### src/spfc_pkg.sv
// Shared types, constants and CRC-8 helper for the sample packet framer.
// No dependencies; used by every module in src.
`default_nettype none
package spfc_pkg;

	localparam int SAMPLE_W  = 16;
	localparam int SEQ_W     = 32;
	localparam int PAYLOAD_W = SAMPLE_W + SEQ_W;
	localparam int FRAME_LEN = 10;
	localparam int IDX_W     = $clog2(FRAME_LEN);

	localparam logic [7:0] SYNC_FIRST  = 8'hAA;
	localparam logic [7:0] SYNC_SECOND = 8'h55;
	localparam logic [7:0] END_MARK    = 8'hFF;
	localparam logic [7:0] CRC_POLY    = 8'h07;
	localparam logic [7:0] CRC_INIT    = 8'h00;

	// frame byte positions
	localparam logic [IDX_W-1:0] IDX_SYNC0 = IDX_W'(0);
	localparam logic [IDX_W-1:0] IDX_SYNC1 = IDX_W'(1);
	localparam logic [IDX_W-1:0] IDX_SMP0  = IDX_W'(2);
	localparam logic [IDX_W-1:0] IDX_SMP1  = IDX_W'(3);
	localparam logic [IDX_W-1:0] IDX_SEQ0  = IDX_W'(4);
	localparam logic [IDX_W-1:0] IDX_SEQ1  = IDX_W'(5);
	localparam logic [IDX_W-1:0] IDX_SEQ2  = IDX_W'(6);
	localparam logic [IDX_W-1:0] IDX_SEQ3  = IDX_W'(7);
	localparam logic [IDX_W-1:0] IDX_CRC   = IDX_W'(8);
	localparam logic [IDX_W-1:0] IDX_END   = IDX_W'(9);

	// payload in frame order: byte 0 is the sample low byte
	typedef logic [PAYLOAD_W-1:0] payload_t;

	typedef struct packed {
		logic not_empty;
		logic full;
	} q_stat_t;

	function automatic logic [7:0] crc_feed(input logic [7:0] crc, input logic [7:0] data);
		logic [7:0] c;
		c = crc ^ data;
		for (int b = 0; b < 8; b++) begin
			if (c[7]) begin
				c = {c[6:0], 1'b0} ^ CRC_POLY;
			end else begin
				c = {c[6:0], 1'b0};
			end
		end
		return c;
	endfunction

endpackage
`default_nettype wire

### src/spfc_front.sv
// Front end: takes input items, packs them into frame-order payload words.
// Depends on spfc_pkg.
`default_nettype none
module spfc_front (
	input  wire logic                         clk,
	input  wire logic                         arst_n,
	input  wire logic                         sample_valid,
	output logic                              sample_stall,
	input  wire logic [spfc_pkg::SAMPLE_W-1:0] sample,
	input  wire logic [spfc_pkg::SEQ_W-1:0]    sequence_number,
	input  wire spfc_pkg::q_stat_t            q_stat,
	output logic                              push,
	output spfc_pkg::payload_t                push_data
);

	logic               valid_s1;
	spfc_pkg::payload_t payload_s1;
	logic               accept;

	// hold the staged item while the queue is full
	assign sample_stall = valid_s1 && q_stat.full;
	assign accept       = sample_valid && !sample_stall;
	assign push         = valid_s1 && !q_stat.full;
	assign push_data    = payload_s1;

	always_ff @(posedge clk or negedge arst_n) begin
		if (!arst_n) begin
			valid_s1 <= 1'b0;
		end else if (accept) begin
			valid_s1 <= 1'b1;
		end else if (push) begin
			valid_s1 <= 1'b0;
		end
	end

	always_ff @(posedge clk) begin
		if (accept) begin
			payload_s1 <= {sequence_number, sample};
		end
	end

	a_stall_holds: assert property (@(posedge clk) disable iff (!arst_n)
		sample_stall |=> valid_s1)
		else $error("staged item lost while stalled");
	a_stall_keeps_data: assert property (@(posedge clk) disable iff (!arst_n)
		(valid_s1 && q_stat.full) |=> $stable(payload_s1))
		else $error("staged payload changed while queue full");
	a_push_needs_room: assert property (@(posedge clk) disable iff (!arst_n)
		push |-> !q_stat.full)
		else $error("push into full queue");

endmodule
`default_nettype wire

### src/spfc_queue.sv
// Two-entry payload queue between front and back ends.
// Depends on spfc_pkg.
`default_nettype none
module spfc_queue (
	input  wire logic               clk,
	input  wire logic               arst_n,
	input  wire logic               push,
	input  wire spfc_pkg::payload_t push_data,
	input  wire logic               pop,
	output spfc_pkg::payload_t      head,
	output spfc_pkg::q_stat_t       q_stat
);

	spfc_pkg::payload_t entry_q [2];
	logic               wr_ptr_q;
	logic               rd_ptr_q;
	logic [1:0]         count_q;
	logic               do_pop;

	assign q_stat.not_empty = (count_q != 2'd0);
	assign q_stat.full      = (count_q == 2'd2);
	assign head             = entry_q[rd_ptr_q];
	assign do_pop           = pop && q_stat.not_empty;

	always_ff @(posedge clk or negedge arst_n) begin
		if (!arst_n) begin
			wr_ptr_q <= 1'b0;
			rd_ptr_q <= 1'b0;
			count_q  <= 2'd0;
		end else begin
			if (push) begin
				wr_ptr_q <= !wr_ptr_q;
			end
			if (do_pop) begin
				rd_ptr_q <= !rd_ptr_q;
			end
			case ({push, do_pop})
				2'b10:   count_q <= count_q + 2'd1;
				2'b01:   count_q <= count_q - 2'd1;
				default: count_q <= count_q;
			endcase
		end
	end

	always_ff @(posedge clk) begin
		if (push) begin
			entry_q[wr_ptr_q] <= push_data;
		end
	end

	a_count_range: assert property (@(posedge clk) disable iff (!arst_n)
		count_q != 2'd3)
		else $error("queue count out of range");
	a_ptrs_match: assert property (@(posedge clk) disable iff (!arst_n)
		((count_q == 2'd0) || (count_q == 2'd2)) |-> (wr_ptr_q == rd_ptr_q))
		else $error("queue pointers disagree with count");
	a_no_pop_empty: assert property (@(posedge clk) disable iff (!arst_n)
		pop |-> q_stat.not_empty)
		else $error("pop from empty queue");

endmodule
`default_nettype wire

### src/spfc_back.sv
// Back end: serializes one queued payload into the ten-byte frame,
// running CRC-8 one byte per unstalled cycle. Depends on spfc_pkg.
`default_nettype none
module spfc_back (
	input  wire logic               clk,
	input  wire logic               arst_n,
	input  wire spfc_pkg::payload_t head,
	input  wire spfc_pkg::q_stat_t  q_stat,
	output logic                    pop,
	output logic                    byte_valid,
	input  wire logic               byte_stall,
	output logic [7:0]              frame_byte,
	output logic                    last_byte
);

	logic [spfc_pkg::IDX_W-1:0] idx_q;
	logic [7:0]                 crc_q;
	logic                       out_valid_q;
	logic [7:0]                 byte_q;
	logic                       last_q;
	logic                       load;
	logic [7:0]                 next_byte;
	logic                       in_payload;

	assign load = q_stat.not_empty && (!out_valid_q || !byte_stall);
	assign pop  = load && (idx_q == spfc_pkg::IDX_END);

	always_comb begin
		in_payload = 1'b1;
		case (idx_q)
			spfc_pkg::IDX_SYNC0: begin next_byte = spfc_pkg::SYNC_FIRST;  in_payload = 1'b0; end
			spfc_pkg::IDX_SYNC1: begin next_byte = spfc_pkg::SYNC_SECOND; in_payload = 1'b0; end
			spfc_pkg::IDX_SMP0:  next_byte = head[7:0];
			spfc_pkg::IDX_SMP1:  next_byte = head[15:8];
			spfc_pkg::IDX_SEQ0:  next_byte = head[23:16];
			spfc_pkg::IDX_SEQ1:  next_byte = head[31:24];
			spfc_pkg::IDX_SEQ2:  next_byte = head[39:32];
			spfc_pkg::IDX_SEQ3:  next_byte = head[47:40];
			spfc_pkg::IDX_CRC:   begin next_byte = crc_q;                 in_payload = 1'b0; end
			default:             begin next_byte = spfc_pkg::END_MARK;    in_payload = 1'b0; end
		endcase
	end

	always_ff @(posedge clk or negedge arst_n) begin
		if (!arst_n) begin
			idx_q       <= spfc_pkg::IDX_SYNC0;
			crc_q       <= spfc_pkg::CRC_INIT;
			out_valid_q <= 1'b0;
		end else begin
			if (load) begin
				out_valid_q <= 1'b1;
				if (idx_q == spfc_pkg::IDX_END) begin
					idx_q <= spfc_pkg::IDX_SYNC0;
					crc_q <= spfc_pkg::CRC_INIT;
				end else begin
					idx_q <= idx_q + spfc_pkg::IDX_W'(1);
					if (in_payload) begin
						crc_q <= spfc_pkg::crc_feed(crc_q, next_byte);
					end
				end
			end else if (!byte_stall) begin
				out_valid_q <= 1'b0;
			end
		end
	end

	always_ff @(posedge clk) begin
		if (load) begin
			byte_q <= next_byte;
			last_q <= (idx_q == spfc_pkg::IDX_END);
		end
	end

	assign byte_valid = out_valid_q;
	assign frame_byte = byte_q;
	assign last_byte  = last_q;

	a_idx_range: assert property (@(posedge clk) disable iff (!arst_n)
		idx_q <= spfc_pkg::IDX_END)
		else $error("frame index out of range");
	a_last_is_end: assert property (@(posedge clk) disable iff (!arst_n)
		(out_valid_q && last_q) |-> (byte_q == spfc_pkg::END_MARK))
		else $error("last byte is not the end marker");
	a_crc_clear_at_start: assert property (@(posedge clk) disable iff (!arst_n)
		(idx_q == spfc_pkg::IDX_SYNC0) |-> (crc_q == spfc_pkg::CRC_INIT))
		else $error("CRC not cleared at frame start");
	a_pop_after_last: assert property (@(posedge clk) disable iff (!arst_n)
		pop |=> (out_valid_q && last_q))
		else $error("pop without end marker");

endmodule
`default_nettype wire

### src/sample_packet_framer_crc8.sv
// Sample packet framer: each accepted item (sample, sequence_number) becomes a
// ten-byte frame AA 55, sample LE, sequence LE, CRC-8 (poly 07, init 00), FF, sent
// one byte per cycle while byte_stall is low, with last_byte on the FF. An item
// passes through the front-end staging register and a queue entry, and its bytes
// leave from the back-end output register. New items are accepted while a frame
// is sent; a staging register and a two-entry queue let up to three items wait
// while the output side is stalled. No configuration, no reset-time sweep.
`default_nettype none
module sample_packet_framer_crc8 (
	input  wire logic                          clk,
	input  wire logic                          arst_n,
	input  wire logic                          sample_valid,
	output logic                               sample_stall,
	input  wire logic [spfc_pkg::SAMPLE_W-1:0] sample,
	input  wire logic [spfc_pkg::SEQ_W-1:0]    sequence_number,
	output logic                               byte_valid,
	input  wire logic                          byte_stall,
	output logic [7:0]                         frame_byte,
	output logic                               last_byte
);

	spfc_pkg::q_stat_t  q_stat;
	spfc_pkg::payload_t push_data;
	spfc_pkg::payload_t head;
	logic               push;
	logic               pop;

	spfc_front u_front (
		.clk             (clk),
		.arst_n          (arst_n),
		.sample_valid    (sample_valid),
		.sample_stall    (sample_stall),
		.sample          (sample),
		.sequence_number (sequence_number),
		.q_stat          (q_stat),
		.push            (push),
		.push_data       (push_data)
	);

	spfc_queue u_queue (
		.clk       (clk),
		.arst_n    (arst_n),
		.push      (push),
		.push_data (push_data),
		.pop       (pop),
		.head      (head),
		.q_stat    (q_stat)
	);

	spfc_back u_back (
		.clk        (clk),
		.arst_n     (arst_n),
		.head       (head),
		.q_stat     (q_stat),
		.pop        (pop),
		.byte_valid (byte_valid),
		.byte_stall (byte_stall),
		.frame_byte (frame_byte),
		.last_byte  (last_byte)
	);

endmodule
`default_nettype wire
### config.mk
export PLATFORM = sky130hd
export DESIGN_NAME = sample_packet_framer_crc8
export DESIGN_NICKNAME = d
export VERILOG_FILES = /design/src/spfc_pkg.sv /design/src/spfc_front.sv /design/src/spfc_queue.sv /design/src/spfc_back.sv /design/src/sample_packet_framer_crc8.sv
export SDC_FILE = /design/constraint.sdc
export NUM_CORES = 1
export LEC_CHECK = 0
export ABC_AREA = 1
export BUFFER_PORTS_ARGS = -buffer_cell sky130_fd_sc_hd__buf_2
export CAP_MARGIN = 20
export CORE_UTILIZATION = 30
export CTS_CLUSTER_SIZE = 40
export DETAILED_ROUTE_END_ITERATION = 7
export HOLD_SLACK_MARGIN = 0.08
export PLACE_DENSITY = 0.48
export SLEW_MARGIN = 10
export SYNTH_ARGS = -nofsm -noshare
export SYNTH_HDL_FRONTEND = slang
export SYNTH_SLANG_ARGS = --single-unit
### constraint.sdc
create_clock -name clk -period 3.68 [get_ports clk]
set_clock_uncertainty 0.15 [all_clocks]
set_input_delay 0.552 -clock clk [delete_from_list [all_inputs] [get_ports clk]]
set_output_delay 0.552 -clock clk [all_outputs]
set_load 0.005 [all_outputs]
# After elaboration in Yosys (flattened, before gate mapping)
# Memory sizes are Yosys's and may differ from the RTL's.
# Index checks and enable logic that the tools add are counted.
# Widths: inputs -> output; s select.
[word_totals]
input_bits = 52
elab_cells = 97
mem_bits_rw = 96
register_bits = 75
output_inout_bits = 11
mem_count = 1
[op_classes]
n_bitwise = 9
addsub = 3
n_mux = 41
eq_ne = 13
n_reduce_logical = 20
[memory_table]
columns = ["name", "words", "width", "read_ports", "rd_clocked_by_memory_dff", "write_ports", "line_no", "text"]
rows = [
  ["u_queue.entry_q", 2, 48, 1, 0, 1, "spfc_queue.sv:14", "spfc_pkg::payload_t entry_q [2];"],
]
[op_table]
columns = ["op", "n"]
rows = [
  ["$mux 8", 23],
  ["$pmux 8 s9", 1],
  ["$mux 3", 8],
  ["$not 3->3", 8],
  ["$eq 4x3->1 const B", 4],
  ["$eq 4x2->1 const B", 2],
  ["$eq 4x4->1 const B", 2],
  ["$reduce_bool 2->1", 4],
  ["$xor 8x8->8", 1],
  ["$mux 1", 7],
  ["$logic_and 1x1->1", 6],
  ["$logic_not 1->1", 6],
  ["$reduce_or 6->1", 1],
  ["$add 4x1->4 const B", 1],
  ["$eq 2x2->1 const B", 2],
  ["$eq 4x1->1 const B", 1],
  ["$logic_not 4->1", 1],
  ["$mux 4", 1],
  ["$pmux 2 s2", 1],
  ["$add 2x1->2 const B", 1],
  ["$eq 2x1->1 const B", 1],
  ["$ne 2x1->1 const B", 1],
  ["$reduce_and 2->1", 1],
  ["$sub 2x1->2 const B", 1],
  ["$logic_or 1x1->1", 1],
]

# Longest topological paths before layout
[depth]
depth_word = 42
depth_mapped = 18
mapped_depth_nobuf = 17

# Hierarchy
# From an unflattened synthesis, not the netlist that was laid out.
[unflattened]
cells_unflattened = 616
area_unflattened_um2 = 6984.2
[modules_own_cells]
columns = ["module", "area_per_inst_um2", "n_inst", "cells_each"]
rows = [
  ["spfc_queue", 3717.3, 1, 280],
  ["spfc_back", 1773.0, 1, 280],
  ["spfc_front", 1493.9, 1, 56],
]

# Worst setup path after synthesis
# OpenSTA, ideal clock, no wires.
[synth_timing]
kind = "flip-flop to flip-flop"
start = "register u_queue.count_q[1]"
end = "memory u_queue.entry_q[0][0] (netlist bit) (enable)"
path_stages_with_launch = 4
t_arrival_ns = 2.682
period_less_slack_ns = 3.286
path_slack_ns = 0.394
path_cell_list = "dfrtp_1 inv_1 o21ai_0 nor2_1"
[synth_via]
elab_chain_len = 5
[synth_lines]
columns = ["element", "line_no", "text"]
rows = [
  ["from (decl)", "spfc_queue.sv:17", "logic [1:0] count_q;"],
  ["from (signal assigned)", "spfc_queue.sv:38", "2'b10: count_q <= count_q + 2'd1;"],
  ["from (signal assigned)", "spfc_queue.sv:39", "2'b01: count_q <= count_q - 2'd1;"],
  ["from (signal assigned)", "spfc_queue.sv:40", "default: count_q <= count_q;"],
  ["$eq 2x2->1", "spfc_queue.sv:21", "assign q_stat.full = (count_q == 2'd2);"],
  ["$logic_not 1->1", "spfc_front.sv:23", "assign push = valid_s1 && !q_stat.full;"],
  ["$logic_and 1x1->1", "spfc_front.sv:23", ""],
  ["$mux 1", "spfc_queue.sv:46", "if (push) begin"],
  ["$mux 1 (implied by the code)", "spfc_queue.sv:47", "entry_q[wr_ptr_q] <= push_data;"],
  ["to (decl)", "spfc_queue.sv:14", ""],
]
# No other way between the ends.

# Worst setup path in the final report
[layout_timing]
start = "register u_queue.rd_ptr_q"
end = "register u_back.crc_q[2]"
[layout_via]
elab_chain_len = 31
elab_cells_between_ends = 35
cone_classes = "mux: 29; bitwise: 5; memory: 1"
[layout_lines]
columns = ["element", "line_no", "text"]
rows = [
  ["from (decl)", "spfc_queue.sv:16", "logic rd_ptr_q;"],
  ["from (signal assigned)", "spfc_queue.sv:35", "rd_ptr_q <= !rd_ptr_q;"],
  ["$mem_v2 2x48 *", "-", ""],
  ["$pmux 8 s9 *", "spfc_back.sv:30", "case (idx_q)"],
  ["$xor 8x8->8 *", "spfc_pkg.sv:40", "c = crc ^ data;"],
  ["$mux 8 *", "spfc_back.sv:57", "if (in_payload) begin"],
  ["$mux 8 *", "spfc_back.sv:52", "if (idx_q == spfc_pkg::IDX_END) begin"],
  ["$mux 8 *", "spfc_back.sv:50", "if (load) begin"],
  ["$mux 8 *", "spfc_back.sv:57", ""],
  ["$mux 8 *", "spfc_back.sv:52", ""],
  ["[15 not listed]", "-", ""],
  ["$mux 3 / $mux 8 (equally long branches)", "spfc_pkg.sv:42, spfc_back.sv:52", ""],
  ["$mux 8 *", "spfc_back.sv:57", ""],
  ["$mux 8 *", "spfc_back.sv:52", ""],
  ["$mux 8 *", "spfc_back.sv:50", ""],
  ["$not 3->3 (no source line) / $mux 8 (equally long branches)", "-", ""],
  ["$mux 3 *", "spfc_pkg.sv:42", "if (c[7]) begin"],
  ["$mux 8 *", "spfc_back.sv:57", ""],
  ["$mux 8 *", "spfc_back.sv:52", ""],
  ["to (signal assigned)", "spfc_back.sv:47", "crc_q <= spfc_pkg::CRC_INIT;"],
  ["to (signal assigned)", "spfc_back.sv:54", "crc_q <= spfc_pkg::CRC_INIT;"],
  ["to (signal assigned)", "spfc_back.sv:58", "crc_q <= spfc_pkg::crc_feed(crc_q, next_byte);"],
  ["to (decl)", "spfc_back.sv:17", "logic [7:0] crc_q;"],
]
# Mark *: on every way between the ends. The rest lies on a longest branch, timed or not. The select of a mux whose other input is x is not followed.
# A chain may end at the register's enable or synchronous reset.

==> flow_metrics.py <==
metrics = {
    "status": {
        "status": "finished, final reports clean",
    },
    "worst_setup_path": {
        "criticalPathCategory": "flop to flop",
        "crit_arrival_ps": 2660,
        "critPathLaunch": "u_queue.rd_ptr_q",
        "crit_path_start_kind": "flop",
        "critPathBufInv": 3,
        "crit_path_end_kind": "flop",
        "worst_path_max_delay_cell": "dfrtp_1",
        "r2r_start": "u_queue.rd_ptr_q",
        "critical_path.most_common_cell": "nand2_1",
        "cp_max_fo": 37,
        "crit_chain": "inv_2, buf_12, nand2_1, nand2_1, nand2_1, nand2_1, nor2_1, nand3b_1, nand2_4, inv_2, nand2_4, nand3_1, nand2_2, nand2_1, nand3_1, nand2_1",
        "cp_top_family": "simple AND/OR/NAND/NOR gates",
        "critical_path_required_ps": 3840,
        "slowest_delay_ps": 530,
    },
    "clock_network": {
        "cts_tree": "built",
        "numCtsBuffers": 17,
        "cts_setup_buffers": 0,
        "cts_root_buf": "clkbuf_16",
        "insertion_delay_ps": 440,
        "cts.sinks": 171,
        "cts.htree.levels": 4,
        "clockBufferDepth": 2,
        "postCtsResizedCells": 0,
        "clk_pin_slew_ps": 70,
    },
    "timing": {
        "setup_viol": 0,
        "maxSlewViolCount": 0,
        "final_hold_viol_count": 0,
        "timing.fmax_mhz": 400,
        "worst_pin_slew_ps": 848,
        "rsz0062_at_grt": "no",
        "setup_tns_ps": 0,
        "final.min_clock_period_ps": 2500,
        "fin_hold_ws_ps": 136,
        "max-slew-margin-rel_pct": 42.9,
        "fin_crit_sh_pct": 68.0,
    },
    "power": {
        "leakage_nw": 3.33,
        "p_per_area_nw_per_um2": 947,
        "irDropWorstVdd_mv": 0.390,
    },
    "finish": {
        "fill_cells": 2223,
        "syn_to_final_growth_pct": 18.8,
        "final-seq-area_um2": 5040,
        "multiInputGateArea_um2": 1770,
        "drive_gt1_share_pct": 21.9,
        "instances_no_fill": 964,
        "diodes": 0,
        "layout.nets": 720,
    },
    "synthesis": {
        "synth_seq_cells": 171,
        "netlist_area_um2": 6970,
        "synth-seq-area-share_pct": 72.4,
        "yosys_warnings": 0,
        "syn_nets": 644,
        "syn_inst": 591,
        "synth_cell_types": 31,
        "syn_area_per_cell_um2": 11.8,
    },
    "global_route": {
        "grt_first_pass_wirelength_mm": 22.5,
        "grtUsageTotal_pct": 12.7,
        "grt_overflow": 0,
        "antenna_found_initial": 0,
        "grt_max_degree": 49,
        "grt_pass1_vias": 4261,
    },
    "routing": {
        "routed_wl_mm": 14.2,
        "dr.pass1.iters": 4,
        "initialDrtViolationCount": 282,
        "via_count": 4271,
        "drcViolationCount": 0,
        "ant_nets": 0,
        "vias_per_cell": 4.43,
        "avgRoutedWirePerCell_um": 14.7,
    },
    "floorplanning": {
        "die_y_um": 154,
        "fp-row-count": 55,
        "die_area_um2": 23800,
        "core_area_um2": 22700,
        "ios": 63,
        "initial_utilization_pct": 30.7,
        "die_w_um": 154,
    },
    "placement": {
        "globalplace.congestion": 0.797,
        "placed_cells_incl_taps": 931,
        "post-dp-hpwl_mm": 9.67,
        "port_buffers": 62,
    },
    "flow_run": {
        "cap_violations": 0,
    },
    "worst_hold_path": {
        "hp-class": "input port to flop",
        "hp-start": "sequence_number[29]",
    },
}
## cells by family (layout without fill, tap and decap cells)
group                      after synthesis  count (layout)  share of synthesized area, %
adders and majority gates                1               1                         0.180
xor gates and xnor gates                10              10                          1.26
buffers and inverters                   38             126                          2.44
AOI/OAI and AO/OA                       28              28                          2.12
and+or+nand+nor                        343             343                          21.6
DFF                                    171             171                          72.4
## worst reg2reg max path: cells and delay by family, from the launching register on
family                 cells  cell delay (ps)
buffers and inverters      3              470
flip-flops                 1              530
AND/OR/NAND/NOR           13             1250
## final cells by class
class / instances / share of cell area (%)
Inverter: 27 / 1.22
Clock inverter: 14 / 2.22
Tap cell: 285 / 4.31
Clock buffer: 17 / 5.14
Multi-Input combinational cell: 382 / 21.4
Timing Repair Buffer: 68 / 4.78
Sequential cell: 171 / 61.0
## repair_timing
item | 4_1_cts | 5_1_grt
endpoints found under the hold margin | 18 | 0
endpoints found under the setup margin | 0 | 0
hold buffers | 1 | 0
## metal layers
| metal | share of wire, % | up-vias | routed length (µm) | GRT usage (%) |
|---|---|---|---|---|
| li1 | - | 2152 | - | - |
| met1 | 48 | 2025 | 6850 | 16.6 |
| met2 | 47 | 81 | 6610 | 20.2 |
| met3 | 3.5 | 13 | 494 | 2.94 |
| met4 | 1.4 | 0 | 201 | 5.37 |
| met5 | 0 | - | 0 | 0 |
## power by group
part           total [mW]  internal, mW  switching [mW]
registers            3.14          2.87           0.273
clock network        1.85          1.08           0.766
logic                2.85         0.869            1.98
## cell usage after synthesis (all sizes together)
library cell / n / area share (%)
nand2: 269 / 16
buf: 11 / 0.99
o21ai: 11 / 0.84
nor4: 1 / 0.090
nand3b: 2 / 0.22
edfxtp: 153 / 66
a21oi: 15 / 1.1
o22ai: 1 / 0.090
xor2: 9 / 1.1
clkinv: 2 / 0.11
xnor2: 1 / 0.13
nand3: 28 / 2.2
nor2: 29 / 2.3
nor3: 8 / 0.72
nand4: 5 / 0.45
inv: 25 / 1.3
and2: 1 / 0.090
ha: 1 / 0.18
dfrtp: 18 / 6.5
o31ai: 1 / 0.11
## registers in the layout, indices dropped and copies added, names as in the netlist
| signal | cells |
|---|---|
| u_back.last_byte | 1 |
| u_queue.entry_q | 96 |
| u_back.byte_valid | 1 |
| u_back.crc_q | 8 |
| u_queue.rd_ptr_q | 1 |
| u_queue.count_q | 2 |
| u_back.frame_byte | 8 |
| u_front.valid_s1 | 1 |
| u_back.idx_q | 4 |
| u_queue.wr_ptr_q | 1 |
| u_front.push_data | 48 |
## through the flow
| stage | area (µm²) | setup slack, ps | util [%] | power (mW) |
|---|---|---|---|---|
| after global placement | 7640 | 1030 | 33.6 | 6.00 |
| after floorplan | 6970 | 394 | - | 5.22 |
| after global routing | 8280 | 866 | 36.4 | 8.44 |
| after CTS | 8260 | 1110 | 36.4 | 7.93 |
| final | 8280 | 1180 | 36.4 | 7.84 |
| after detailed placement | 7640 | 1050 | 33.6 | 6.06 |
## placed cells by master, fill, tap and decap left out, types with 14 or more instances in the layout
| master | instances |
|---|---|
| a21oi_1 | 15 |
| buf_2 | 62 |
| clkbuf_16 | 17 |
| dfrtp_1 | 18 |
| edfxtp_1 | 153 |
| inv_1 | 17 |
| nand2_1 | 245 |
| nand2_2 | 21 |
| nand3_1 | 26 |
| nor2_1 | 14 |
## final timing paths
kind | to | slack, ps | cells after the start
min in group asynchronous | u_back.byte_valid | 480 | 2
max in group asynchronous | u_back.crc_q[0] | 2560 | 2
max | u_back.crc_q[2] | 1180 | 16
min reg2reg | u_queue.entry_q[0][22] | 300 | 0
min | u_front.push_data[45] | 140 | 1
max reg2reg | u_back.crc_q[2] | 1180 | 16
No activity file was read; power rests on OpenSTA's default activity.
